==> src/hdl/turtle_3d_command_interpreter_macros.svh <==
// Assertion macros for the 3D turtle command interpreter.
// Used by the top level; expects clk and rst_n in scope.
`ifndef TURTLE_3D_COMMAND_INTERPRETER_MACROS_SVH
`define TURTLE_3D_COMMAND_INTERPRETER_MACROS_SVH

// Same-cycle implication, disabled during reset.
`define T3DCI_ASSERT(label, ante, cons, msg) \
    label: assert property (@(posedge clk) disable iff (!rst_n) (ante) |-> (cons)) \
        else $error(msg);

// Next-cycle implication, disabled during reset.
`define T3DCI_ASSERT_NEXT(label, ante, cons, msg) \
    label: assert property (@(posedge clk) disable iff (!rst_n) (ante) |=> (cons)) \
        else $error(msg);

`endif

==> src/hdl/t3dci_pkg.sv <==
// Shared types, constants and command codes of the 3D turtle interpreter.
// No dependencies.
package t3dci_pkg;

    localparam int STACK_DEPTH_DEF = 64;
    localparam int CFG_IDX_W = 3;
    localparam int CFG_DATA_W = 32;

    typedef logic signed [31:0] fix_t;
    typedef logic signed [15:0] q14_t;

    localparam fix_t STEP_RST = 32'sd65536;
    localparam q14_t Q_ONE = 16'sd16384;
    localparam q14_t Q_ZERO = 16'sd0;

    typedef enum logic [2:0] {
        CFG_STEP   = 3'd0,
        CFG_CTURN  = 3'd1,
        CFG_STURN  = 3'd2,
        CFG_CHEAD  = 3'd3,
        CFG_SHEAD  = 3'd4
    } cfg_idx_e;

    typedef struct packed {
        fix_t step;
        q14_t cturn;
        q14_t sturn;
        q14_t chead;
        q14_t shead;
    } cfg_t;

    localparam logic [7:0] CH_DRAW   = 8'h46;
    localparam logic [7:0] CH_MOVE   = 8'h66;
    localparam logic [7:0] CH_YAW_P  = 8'h2B;
    localparam logic [7:0] CH_YAW_N  = 8'h2D;
    localparam logic [7:0] CH_PIT_P  = 8'h26;
    localparam logic [7:0] CH_PIT_N  = 8'h5E;
    localparam logic [7:0] CH_ROL_P  = 8'h2F;
    localparam logic [7:0] CH_ROL_N  = 8'h5C;
    localparam logic [7:0] CH_FLIP   = 8'h7C;
    localparam logic [7:0] CH_PUSH   = 8'h5B;
    localparam logic [7:0] CH_POP    = 8'h5D;

    typedef enum logic [2:0] {
        OP_NOP  = 3'd0,
        OP_MOVE = 3'd1,
        OP_TURN = 3'd2,
        OP_PUSH = 3'd3,
        OP_POP  = 3'd4
    } op_kind_e;

    typedef enum logic [1:0] {
        AX_HEAD = 2'd0,
        AX_LEFT = 2'd1,
        AX_UP   = 2'd2,
        AX_FLIP = 2'd3
    } axis_e;

    typedef struct packed {
        op_kind_e kind;
        logic     draw;
        axis_e    axis;
        logic     neg;
        logic     new_string;
    } op_t;

    typedef struct packed {
        fix_t x;
        fix_t y;
        fix_t z;
        q14_t qw;
        q14_t qx;
        q14_t qy;
        q14_t qz;
    } turtle_t;

endpackage

==> src/hdl/t3dci_cmd_if.sv <==
// Command channel: one command byte and the new-string flag per beat.
// Depends on nothing.
interface t3dci_cmd_if;
    logic       valid;
    logic       ready;
    logic [7:0] command;
    logic       new_string;

    modport source (output valid, output command, output new_string, input ready);
    modport sink (input valid, input command, input new_string, output ready);
endinterface

==> src/hdl/t3dci_front.sv <==
// Front end: accepts command beats, decodes them and holds them in a two-entry queue.
// Depends on t3dci_pkg and t3dci_cmd_if.
module t3dci_front
(
    input  logic               clk,
    input  logic               rst_n,
    t3dci_cmd_if.sink          cmd,
    output logic               q_valid,
    output t3dci_pkg::op_t     q_op,
    input  logic               q_pop
);

    t3dci_pkg::op_t fifo_reg [2];
    logic           wr_ptr_reg, wr_ptr_next;
    logic           rd_ptr_reg, rd_ptr_next;
    logic [1:0]     cnt_reg, cnt_next;
    logic           push;
    t3dci_pkg::op_t dec;

    always_comb
    begin
        dec = '{kind: t3dci_pkg::OP_NOP, draw: 1'b0, axis: t3dci_pkg::AX_HEAD,
                neg: 1'b0, new_string: cmd.new_string};
        unique case (cmd.command)
            t3dci_pkg::CH_DRAW:
            begin
                dec.kind = t3dci_pkg::OP_MOVE;
                dec.draw = 1'b1;
            end
            t3dci_pkg::CH_MOVE:  dec.kind = t3dci_pkg::OP_MOVE;
            t3dci_pkg::CH_YAW_P:
            begin
                dec.kind = t3dci_pkg::OP_TURN;
                dec.axis = t3dci_pkg::AX_UP;
            end
            t3dci_pkg::CH_YAW_N:
            begin
                dec.kind = t3dci_pkg::OP_TURN;
                dec.axis = t3dci_pkg::AX_UP;
                dec.neg  = 1'b1;
            end
            t3dci_pkg::CH_PIT_P:
            begin
                dec.kind = t3dci_pkg::OP_TURN;
                dec.axis = t3dci_pkg::AX_LEFT;
            end
            t3dci_pkg::CH_PIT_N:
            begin
                dec.kind = t3dci_pkg::OP_TURN;
                dec.axis = t3dci_pkg::AX_LEFT;
                dec.neg  = 1'b1;
            end
            t3dci_pkg::CH_ROL_P:
            begin
                dec.kind = t3dci_pkg::OP_TURN;
                dec.axis = t3dci_pkg::AX_HEAD;
            end
            t3dci_pkg::CH_ROL_N:
            begin
                dec.kind = t3dci_pkg::OP_TURN;
                dec.axis = t3dci_pkg::AX_HEAD;
                dec.neg  = 1'b1;
            end
            t3dci_pkg::CH_FLIP:
            begin
                dec.kind = t3dci_pkg::OP_TURN;
                dec.axis = t3dci_pkg::AX_FLIP;
            end
            t3dci_pkg::CH_PUSH:  dec.kind = t3dci_pkg::OP_PUSH;
            t3dci_pkg::CH_POP:   dec.kind = t3dci_pkg::OP_POP;
            default:             dec.kind = t3dci_pkg::OP_NOP;
        endcase
    end

    assign cmd.ready = (cnt_reg != 2'd2);
    assign push      = cmd.valid && cmd.ready;
    assign q_valid   = (cnt_reg != 2'd0);
    assign q_op      = fifo_reg[rd_ptr_reg];

    always_comb
    begin
        wr_ptr_next = wr_ptr_reg ^ push;
        rd_ptr_next = rd_ptr_reg ^ q_pop;
        cnt_next    = cnt_reg + {1'b0, push} - {1'b0, q_pop};
    end

    always_ff @(posedge clk or negedge rst_n)
    begin
        if (!rst_n)
        begin
            wr_ptr_reg <= 1'b0;
            rd_ptr_reg <= 1'b0;
            cnt_reg    <= 2'd0;
        end
        else
        begin
            wr_ptr_reg <= wr_ptr_next;
            rd_ptr_reg <= rd_ptr_next;
            cnt_reg    <= cnt_next;
        end
    end

    always_ff @(posedge clk)
    begin
        if (push)
        begin
            fifo_reg[wr_ptr_reg] <= dec;
        end
    end

endmodule

==> src/flat_wrapper.sv <==
// flat-port wrapper written by rule: the top's interface ports become plain ports
module t3dci_front_flat 
  (clk, rst_n, q_valid, q_op, q_pop, cmd_valid, cmd_command, cmd_new_string, cmd_ready);
  t3dci_cmd_if cmd_i ();
  input  logic clk;
  input  logic rst_n;
  output logic q_valid;
  output t3dci_pkg::op_t q_op;
  input  logic q_pop;
  input wire logic [$bits(cmd_i.valid)-1:0] cmd_valid;
  input wire logic [$bits(cmd_i.command)-1:0] cmd_command;
  input wire logic [$bits(cmd_i.new_string)-1:0] cmd_new_string;
  output wire logic [$bits(cmd_i.ready)-1:0] cmd_ready;
  assign cmd_i.valid = cmd_valid;
  assign cmd_i.command = cmd_command;
  assign cmd_i.new_string = cmd_new_string;
  assign cmd_ready = cmd_i.ready;
  t3dci_front u_core (.clk(clk), .rst_n(rst_n), .cmd(cmd_i), .q_valid(q_valid), .q_op(q_op), .q_pop(q_pop));
endmodule
==> config.mk <==
export PLATFORM = sky130hd
export DESIGN_NAME = t3dci_front_flat
export DESIGN_NICKNAME = d
export VERILOG_FILES = /design/src/hdl/turtle_3d_command_interpreter_macros.svh /design/src/hdl/t3dci_pkg.sv /design/src/hdl/t3dci_cmd_if.sv /design/src/hdl/t3dci_front.sv /design/src/flat_wrapper.sv
export SDC_FILE = /design/constraint.sdc
export NUM_CORES = 1
export LEC_CHECK = 0
export BUFFER_PORTS_ARGS = -buffer_cell sky130_fd_sc_hd__clkbuf_2
export CAP_MARGIN = 10
export CORE_MARGIN = 10
export CORE_UTILIZATION = 50
export CTS_CLUSTER_SIZE = 28
export DETAILED_ROUTE_END_ITERATION = 6
export PLACE_DENSITY = 0.84
export SKIP_CTS_REPAIR_TIMING = 1
export SYNTH_ARGS = -nofsm -noshare
export SYNTH_HDL_FRONTEND = slang
export SYNTH_SLANG_ARGS = --single-unit
==> constraint.sdc <==
create_clock -name clk -period 3.3 [get_ports clk]
set_clock_uncertainty 0.15 [all_clocks]
set_input_delay 0.33 -clock clk [delete_from_list [all_inputs] [get_ports clk]]
set_output_delay 0.33 -clock clk [all_outputs]
set_load 0.01 [all_outputs]
== Yosys cells after proc, flatten, opt, wreduce, memory -nomap -nowiden ==
Memories as Yosys holds them, arrays and structs flattened.
Index checks and enable logic that the tools add are counted.

* Register bits: 4
* Bits in writable memories: 16
* Output and inout bits: 10
* Word-level logic and storage cells: 33
* Memories: 1

* Add/subtract/negate cells: 2
* Equality and inequality tests: 12
* Muxes and demuxes: 6
* Bitwise logic cells: 2
* Reduce and logical (&&, ||, !) cells: 7

{| class="wikitable"
|+ Memory list
! name !! words !! bits a word !! read ports !! clocked after Yosys merged registers in !! wr ports !! RTL line !! text
|-
| u_core.fifo_reg || 2 || 8 || 1 || 0 || 1 || t3dci_front.sv:13 || <nowiki>t3dci_pkg::op_t fifo_reg [2];</nowiki>
|}

{| class="wikitable"
|+ Operator list
! operator !! count
|-
| $eq 8x7->1 const B || 7
|-
| $eq 8x6->1 const B || 4
|-
| $pmux 3 s4 || 1
|-
| $reduce_or 7->1 || 1
|-
| $pmux 2 s3 || 1
|-
| $reduce_or 2->1 || 3
|-
| $mux 1 || 4
|-
| $reduce_or 3->1 || 1
|-
| $add 2x1->2 || 1
|-
| $ne 2x2->1 const B || 1
|-
| $reduce_bool 2->1 || 1
|-
| $sub 2x1->2 || 1
|-
| $xor 1x1->1 || 2
|-
| $logic_and 1x1->1 || 1
|}

== Logic depth before layout (Yosys ltp) ==
Gate-level depths: netlist of the first run.

* Depth after elaboration: 4
* Mapped depth: 6

== Worst setup path before layout of the first run ==
Ideal clock, no wire load.

* Path type: reg2reg
* Start: register u_core.cnt_reg[1]
* End: memory u_core.fifo_reg[1][0] (netlist name) (enable)
* Arrival time: 0.975 ns
* Required time: 2.818 ns
* Setup slack: 1.843 ns
* Stages on the path, launching flop included: 4
* Period minus slack after synthesis: 1.457 ns
* Cells stage by stage: dfrtp_1 > nand2_1 > and2_1 > ha_1

* Cells in the longest elaborated chain, start to end: 4

{| class="wikitable"
|+ Ends and longest elaborated chain
! what !! RTL line !! text
|-
| from (decl) || t3dci_front.sv:16 || <nowiki>logic [1:0] cnt_reg, cnt_next;</nowiki>
|-
| from (signal assigned) || t3dci_front.sv:99 || <nowiki>cnt_reg <= cnt_next;</nowiki>
|-
| $ne 2x2->1 || t3dci_front.sv:75 || <nowiki>assign cmd.ready = (cnt_reg != 2'd2);</nowiki>
|-
| net cmd_ready || flat_wrapper.sv:13 || <nowiki>output wire logic [$bits(cmd_i.ready)-1:0] cmd_ready;</nowiki>
|-
| $logic_and 1x1->1 || t3dci_front.sv:76 || <nowiki>assign push = cmd.valid && cmd.ready;</nowiki>
|-
| $mux 1 || t3dci_front.sv:105 || <nowiki>if (push)</nowiki>
|-
| $mux 1 (not written as such) || t3dci_front.sv:107 || <nowiki>fifo_reg[wr_ptr_reg] <= dec;</nowiki>
|-
| to (decl) || t3dci_front.sv:13 ||
|}

The timed path passes the listed nets, and every way through them passes these cells.

==> results of run 1 <==
==> layout by cell type (no fill, tap or decap), drive strengths merged, types with 2 or more instances in the layout <==
master	n
a21boi	3
dfrtp	4
clkbuf	26
o211ai	2
nor3b	3
xnor2	2
nor2	2
inv	6
ha	4
nand3	4
edfxtp	16
nor2b	2
and2b	2
mux2	8
and3b	2
==> path summary, 6_finish.rpt <==
check / to / cells past startpoint
setup reg to reg: u_core.fifo_reg[0][2] / 3
max in group asynchronous: u_core.wr_ptr_reg / 2
hold reg to reg: u_core.cnt_reg[1] / 1
setup / recovery: q_op[2] / 2
min in group asynchronous: u_core.rd_ptr_reg / 2
hold / removal: u_core.fifo_reg[1][0] / 1
==> logic make-up after synthesis <==
family          Yosys count  share of synthesized area
mux                       8                     0.0873
xor+xnor                  3                     0.0255
simple gates             23                      0.172
fa+ha+maj                 4                     0.0485
buf+inv                   8                     0.0315
flops                    20                      0.562
compound gates            9                     0.0727
==> layer usage <==
metal / GRT usage / share of wire
met2: 0.149 / 0.46
met3: 0.0305 / 0.068
met1: 0.101 / 0.44
met5: 0 / 0
met4: 0.0802 / 0.035
==> stage by stage <==
stage	setup slack [ns]	power, W
after detailed placement	1.73	0.000696
after global routing	1.34	0.000860
after CTS	1.40	0.000810
after global placement	1.76	0.000686
final	1.42	0.000795
after floorplan	1.84	0.000588
==> final cells by class <==
cell class	instances	area (sq um)
Tap cell	27	33.8
Multi-Input combinational cell	47	419
Inverter	6	22.5
Fill cell	177	759
Timing Repair Buffer	23	120
Sequential cell	20	581
Clock buffer	4	26.3
==> power groups by stage <==
stage	logic (W)	clock network, W	registers (W)
floorplan	0.000214	0	0.000374
CTS	0.000298	0.000115	0.000396
finish	0.000287	0.000113	0.000395
global placement	0.000290	0	0.000396
global route	0.000324	0.000133	0.000403
detailed placement	0.000294	0	0.000402
==> impl_metrics.toml, run 1 <==
[status]
outcome = "finished, final reports clean"

[sta]
max-slew-margin-rel = 0.741
timing_worst_slew_pin_value_ns = 0.388
setup_viol = 0
fmaxAchievable_mhz = 532
layout_min_cycle_time_ns = 1.88
period_share = 0.570
whs_ns = 0.0707
tns_ns = 0
rsz0062_at_grt = "false"
maxSlewViolCount = 0
hold_viol_final = 0

[synth]
synth-edff-count = 16
synthDistinctLibCells = 30
synth_most_common_cell = "edfxtp_1"
syn_nets = 92
synth_area_leaders = "edfxtp_1 47%, dfrtp_1 9.7%, mux2_2 8.7%"
yosysWarnings = 0
ys_seq_area_frac = 0.562
synth_ff_type = "edfxtp_1"
synthCells = 75
synth_area_sq_um = 1030
yosysTopAreaCellShare = 0.465
synth_seq_cells = 20
synth_commonest_cells = "16 x edfxtp_1, 8 x mux2_2, 6 x inv_1"
synth_area_per_cell_sq_um = 13.8
synthArstFlopShare = 0.200
synth_top_area_cell = "edfxtp_1"

[clock_tree]
cts_tree = "built"
root_buffer = "clkbuf_4"
clock_latency_ns = 0.28
numCtsBuffers = 3
cts_sinks = 20
clockBufferDepth = 2
htree_num_levels = 1
clkTransAtPathRegs_ns = 0.10

[grt]
grt_overflow = 0
grt_max_degree = 12
grt_pass1_wl_um = 3150
grt_pass1_vias = 708
grt_antenna_before_repair = 0
grtUsageTotal = 0.0946

[layout]
drive_gt1_frac = 0.400
area_delta_synth_final_pct = 16.5
nets = 118
n_antenna_cell = 0
final_core_util = 0.613
largest_reg_flops = 16
fin_cells = 127
final_area_sq_um = 1200

[die]
die_w_um = 65.4
initial_core_util = 0.526
die_h_um = 65.4
die_area_sq_um = 4280
core.rowCount = 16
core_sq_um = 1960
boundaryPins = 23

[detailed_routing]
vias_per_cell = 5.19
wire_per_inst_um = 14.1
first_pass_iters = 3
ant_nets = 0
drc = 0
dr_total_vias = 659
drt-initial-drc-count = 17
wl_um = 1790

[power]
vdd_drop_max_mv = 0.320
internal_power_w = 0.000543
power_frac_clock = 0.142
sw_frac_of_total = 0.316
power_density_nw_per_um2 = 661
p_seq_frac = 0.497
pwr-share-comb = 0.361
switching_power_w = 0.000251
leakagePower_nw = 0.487

[worst_setup_path]
crit_path_cell_trace = "mux2_2 -> clkbuf_2"
crit_arrival_ns = 1.40
r2r_setup_slack_ns = 1.76
cp.required_ns = 2.82
worst_path_dominant_cell_family = "flip-flops"
worstSetupPathType = "flop to output pin"
crit_path_end_kind = "output pin"
max_stage_delay_ns = 0.59
path_buf_inv = 1
critPathLaunchType = "flop"
cp_max_fo = 9
worstSetupStartpoint = "u_core.rd_ptr_reg"
reg2reg_from = "u_core.cnt_reg[1]"
cp_slowest_cell = "dfrtp_1"

[run]
drv_cap = 0

[placement]
io_buffers = 22
post_dp_cell_area_sq_um = 1170
place.gp.congestion = 0.723
place_hpwl_um = 1400
dp_cells = 122

[min_path]
min_from = "cmd_new_string"
hp-class = "input pin to flop"
Note: power is estimated with default switching activity, not from simulation.
==> run 2: changes to the inputs <==
--- a/config.mk
+++ b/config.mk
@@ -8,10 +8,10 @@
 export BUFFER_PORTS_ARGS = -buffer_cell sky130_fd_sc_hd__clkbuf_2
 export CAP_MARGIN = 10
 export CORE_MARGIN = 10
-export CORE_UTILIZATION = 50
+export CORE_UTILIZATION = 47
 export CTS_CLUSTER_SIZE = 28
 export DETAILED_ROUTE_END_ITERATION = 6
-export PLACE_DENSITY = 0.84
+export PLACE_DENSITY = 0.83
 export SKIP_CTS_REPAIR_TIMING = 1
 export SYNTH_ARGS = -nofsm -noshare
 export SYNTH_HDL_FRONTEND = slang
==> constraint.sdc (replaced) <==
create_clock -name clk -period 1.6 [get_ports clk]
set_clock_uncertainty 0.15 [all_clocks]
set_input_delay 0.16 -clock clk [delete_from_list [all_inputs] [get_ports clk]]
set_output_delay 0.16 -clock clk [all_outputs]
set_load 0.01 [all_outputs]
==> run 2 against run 1 <==
  * The flow now finishes with violations (setup timing)
  * Clock power is 100% higher
  * Final cell count is 3.9% higher
  * First-iteration DRC count is 18% higher
  * Critical path depth is 1 higher
  * Via count is 3.3% higher
  * Design area is 8.7% higher
  * Hold slack worse by 0.020 ns
  * Register-to-register slack worse by 1.7 ns
==> impl_metrics.toml, run 2 (synthesis results as in run 1) <==
[status]
outcome = "finished, violations left"
violations = "setup timing"

[clock_tree]
root_buffer = "clkbuf_4"
clock_latency_ns = 0.29
cts_sinks = 20
htree_num_levels = 1
numCtsBuffers = 3
clkTransAtPathRegs_ns = 0.09
clockBufferDepth = 2
cts_tree = "built"

[worst_setup_path]
crit_arrival_ns = 1.31
crit_top_cell = "buf_6"
worstSetupPathType = "flop to output pin"
cp_max_fo = 4
r2r_end = "u_core.cnt_reg[1]"
reg2reg_from = "u_core.cnt_reg[0]"
max_stage_delay_ns = 0.44
worst_path_dominant_cell_family = "flip-flops"
path_buf_inv = 2
cp_slowest_cell = "dfrtp_2"
worstSetupStartpoint = "u_core.rd_ptr_reg"
cp.required_ns = 1.29
rr_worst_depth = 6
r2r_setup_slack_ns = 0.11
crit_path_end_kind = "output pin"
critPathLaunchType = "flop"
crit_path_cell_trace = "buf_6 -> mux2_4 -> buf_6"

[layout]
drive_gt1_frac = 0.438
largest_reg_flops = 16
nets = 123
n_antenna_cell = 0
fillerInstances = 157
area_delta_synth_final_pct = 26.7
final_cell_mix = "16 x clkbuf_2, 16 x edfxtp_1, 8 x buf_6"
final_area_sq_um = 1310

[placement]
pre_cts_ws_ns = 0.0410
place.gp.congestion = 0.714
post_dp_cell_area_sq_um = 1170
io_buffers = 22
place_hpwl_um = 1480

[sta]
timing_worst_slew_pin_value_ns = 0.257
rsz0062_at_grt = "true"
setup_viol = 7
setup_ws_ns = -0.0191
hold_viol_final = 0
period_share = 1.01
layout_min_cycle_time_ns = 1.62
maxSlewViolCount = 0
fmaxAchievable_mhz = 618
max-slew-margin-rel = 0.828

[grt]
grt_pass1_vias = 724
grtUsageTotal = 0.0890
grt_antenna_before_repair = 0
grt_max_degree = 12
grt_pass1_wl_um = 3050
grt_overflow = 0

[min_path]
hp-class = "input pin to async pin"

[detailed_routing]
drc = 0
dr_total_vias = 681
vias_per_cell = 5.16
wl_um = 2060
first_pass_iters = 4
drt-initial-drc-count = 20
wire_per_inst_um = 15.6
ant_nets = 0

[die]
die_w_um = 66.9
initial_core_util = 0.511
core_sq_um = 2020
boundaryPins = 23
die_h_um = 66.9
die_area_sq_um = 4470
core.rowCount = 16

[power]
leakagePower_nw = 0.532
vdd_drop_max_mv = 0.848
power_density_nw_per_um2 = 1450

[run]
drv_cap = 0
run 2: changes by cell type in the layout (fill, tap and decap cells not counted), sizes merged:
cell and change:
clkbuf -6, buf +9, dlygate4sd3 +2
run 2: cell type report:
type                       count  area, sq um  area share
sequential                    20          582       0.445
multi-input combinational     47          435       0.333
timing repair buffer          28          208       0.159
tap                           27         33.8      0.0258
clock buffer                   4         26.3      0.0201
inverter                       6         22.5      0.0172
run 2: metal layers:
metal	track usage	share of wire	vias up
li1	-	-	340
met1	0.0910	0.40	313
met2	0.150	0.51	23
met3	0.0234	0.059	5
met4	0.0692	0.031	0
met5	0	0	-
run 2: worst max path at each step:
stage / slack, ns / to / cells past startpoint
final: -0.02 / q_op[4] / 3
after floorplan: 0.14 / u_core.fifo_reg[1][0] / 3
after global placement: 0.11 / u_core.fifo_reg[1][1] / 3
after CTS: -0.14 / q_op[2] / 2
after detailed placement: 0.04 / u_core.fifo_reg[0][2] / 3
after global routing: -0.06 / q_op[2] / 3
run 2: through the flow:
| step | total power [W] | instances | TNS [ns] | util | hold slack, ns |
|---|---|---|---|---|---|
| 3_3_place_gp | 0.00141 | 122 | 0 | 0.577 | -0.178 |
| 3_5_place_dp | 0.00144 | 122 | 0 | 0.577 | -0.179 |
| 2_1_floorplan | 0.00121 | 75 | 0 | - | -0.286 |
| 5_1_grt | 0.00202 | 132 | -0.351 | 0.647 | 0.0548 |
| 4_1_cts | 0.00168 | 126 | -1.01 | 0.590 | -0.504 |
| 6_report | 0.00190 | 132 | -0.0625 | 0.647 | 0.0511 |
run 2: report_power, final:
part	total, W	internal (W)	switching, W
combinational	0.000868	0.000479	0.000388
clock	0.000230	0.0000971	0.000133
sequential	0.000800	0.000731	0.0000691
total	0.00190	0.00131	0.000590
==> run 3: changes to the inputs <==
--- a/config.mk
+++ b/config.mk
@@ -12,6 +12,7 @@
 export CTS_CLUSTER_SIZE = 28
 export DETAILED_ROUTE_END_ITERATION = 6
 export PLACE_DENSITY = 0.83
+export REMOVE_ABC_BUFFERS = 1
 export SKIP_CTS_REPAIR_TIMING = 1
 export SYNTH_ARGS = -nofsm -noshare
 export SYNTH_HDL_FRONTEND = slang
==> run 3 against run 2 <==
  * The flow now finishes without violations
  * Combinational power decreased by 22%
  * Largest cell class unchanged
  * Count of clock-buffer cells in the layout unchanged
  * Design area decreased by 4.7%
  * Sequential power increased by 3.1%
  * Setup slack improved by 0.026 ns
  * Global-route usage increased by 1.2 points
  * Fmax increased by 1.6%
  * Sequential cell count unchanged
  * Critical path type unchanged
  * Critical path depth decreased by 1
==> impl_metrics.toml, run 3 (synthesis results as in run 1) <==
[status]
outcome = "finished, final reports clean"

[worst_setup_path]
crit_path_end_kind = "output pin"
r2r_setup_slack_ns = 0.05
reg2reg_from = "u_core.cnt_reg[0]"
critical_path_depth = 2
cp_slowest_cell = "dfrtp_2"
cp_max_fo = 9
r2r_end = "u_core.fifo_reg[0][2]"
worst_path_dominant_cell_family = "flip-flops"
cp.required_ns = 1.29
crit_path_cell_trace = "mux2_2 -> clkbuf_2"
worstSetupStartpoint = "u_core.rd_ptr_reg"
worstSetupPathType = "flop to output pin"
critPathCapture = "q_op[4]"
path_buf_inv = 1
crit_arrival_ns = 1.28
critPathLaunchType = "flop"
max_stage_delay_ns = 0.49
rr_worst_depth = 4

[layout]
drive_gt1_frac = 0.447
n_antenna_cell = 0
final_core_util = 0.616
fillerInstances = 154
nets = 121
area_delta_synth_final_pct = 20.7
fin_cells = 130
multiInputGateArea_sq_um = 434
regArea_sq_um = 582
largest_reg_flops = 16
final_common_cell = "clkbuf_2"
final_cell_mix = "22 x clkbuf_2, 16 x edfxtp_1, 8 x mux2_2"

[clock_tree]
cts_tree = "built"
clock_latency_ns = 0.29
clockBufferDepth = 2
numCtsBuffers = 3
root_buffer = "clkbuf_4"
clkTransAtPathRegs_ns = 0.09
htree_num_levels = 1
cts_sinks = 20

[sta]
rsz0062_at_grt = "true"
period_share = 0.996
layout_min_cycle_time_ns = 1.59
maxSlewViolCount = 0
fmaxAchievable_mhz = 628
hold_viol_final = 0
setup_viol = 0
setup_ws_ns = 0.00652
whs_ns = 0.0470
max-slew-margin-rel = 0.748
timing_worst_slew_pin_value_ns = 0.378

[detailed_routing]
drc = 0
dr_total_vias = 703
ant_nets = 0
wire_per_inst_um = 16.8
vias_per_cell = 5.41
drt-initial-drc-count = 25
first_pass_iters = 5
wl_um = 2190

[die]
core.rowCount = 16
die_w_um = 66.9
core_sq_um = 2020
die_area_sq_um = 4470
boundaryPins = 23
initial_core_util = 0.511
die_h_um = 66.9

[power]
power_w = 0.00174
sw_frac_of_total = 0.328
vdd_drop_max_mv = 0.608
p_seq_frac = 0.474
leakagePower_nw = 0.502
power_frac_clock = 0.135
pwr-share-comb = 0.391
switching_power_w = 0.000572
power_density_nw_per_um2 = 1400
internal_power_w = 0.00117

[grt]
grt_pass1_vias = 786
grt_overflow = 0
grtUsageTotal = 0.101
grt_antenna_before_repair = 0
grt_max_degree = 12
grt_pass1_wl_um = 3420

[run]
drv_cap = 0

[placement]
place.gp.congestion = 0.739
io_buffers = 22
dp_cells = 122
pre_cts_ws_ns = 0.0612
place_hpwl_um = 1630

[min_path]
hp-class = "input pin to async pin"
## run 3: power groups by stage
stage | Clock, W | Sequential [W] | Combinational [W]
after floorplan | 0 | 0.000801 | 0.000397
after global placement | 0 | 0.000822 | 0.000596
after detailed placement | 0 | 0.000834 | 0.000622
after CTS | 0.000239 | 0.000823 | 0.000627
after global routing | 0.000263 | 0.000838 | 0.000754
final | 0.000236 | 0.000825 | 0.000680
## run 3: per-layer routing
layer	wire length [um]	vias to the layer above	GRT usage
li1	-	339	-
met1	885	337	0.101
met2	1170	20	0.162
met3	51	7	0.0234
met4	84	0	0.108
met5	0	-	0
## run 3: per-stage QoR
stage               setup TNS [ns]  instance area [sq um]
floorplan                        0                   1020
global placement                 0                   1170
detailed placement               0                   1170
CTS                         -0.796                   1190
global route                -0.321                   1250
finish                           0                   1250
## run 3: worst min-delay path by stage
stage	start	endpoint	slack [ns]	cells past startpoint
after floorplan	rst_n	u_core.cnt_reg[0]	-0.29	0
after global placement	rst_n	u_core.rd_ptr_reg	-0.18	1
after detailed placement	rst_n	u_core.rd_ptr_reg	-0.18	1
after CTS	rst_n	u_core.rd_ptr_reg	-0.50	1
after global routing	rst_n	u_core.rd_ptr_reg	0.05	2
final	rst_n	u_core.rd_ptr_reg	0.05	2
## run 3: final cells by class
type                       count  share of cell area
timing repair buffer          26               0.118
multi-input combinational     47               0.348
sequential                    20               0.467
inverter                       6              0.0181
clock buffer                   4              0.0211
tap                           27              0.0271
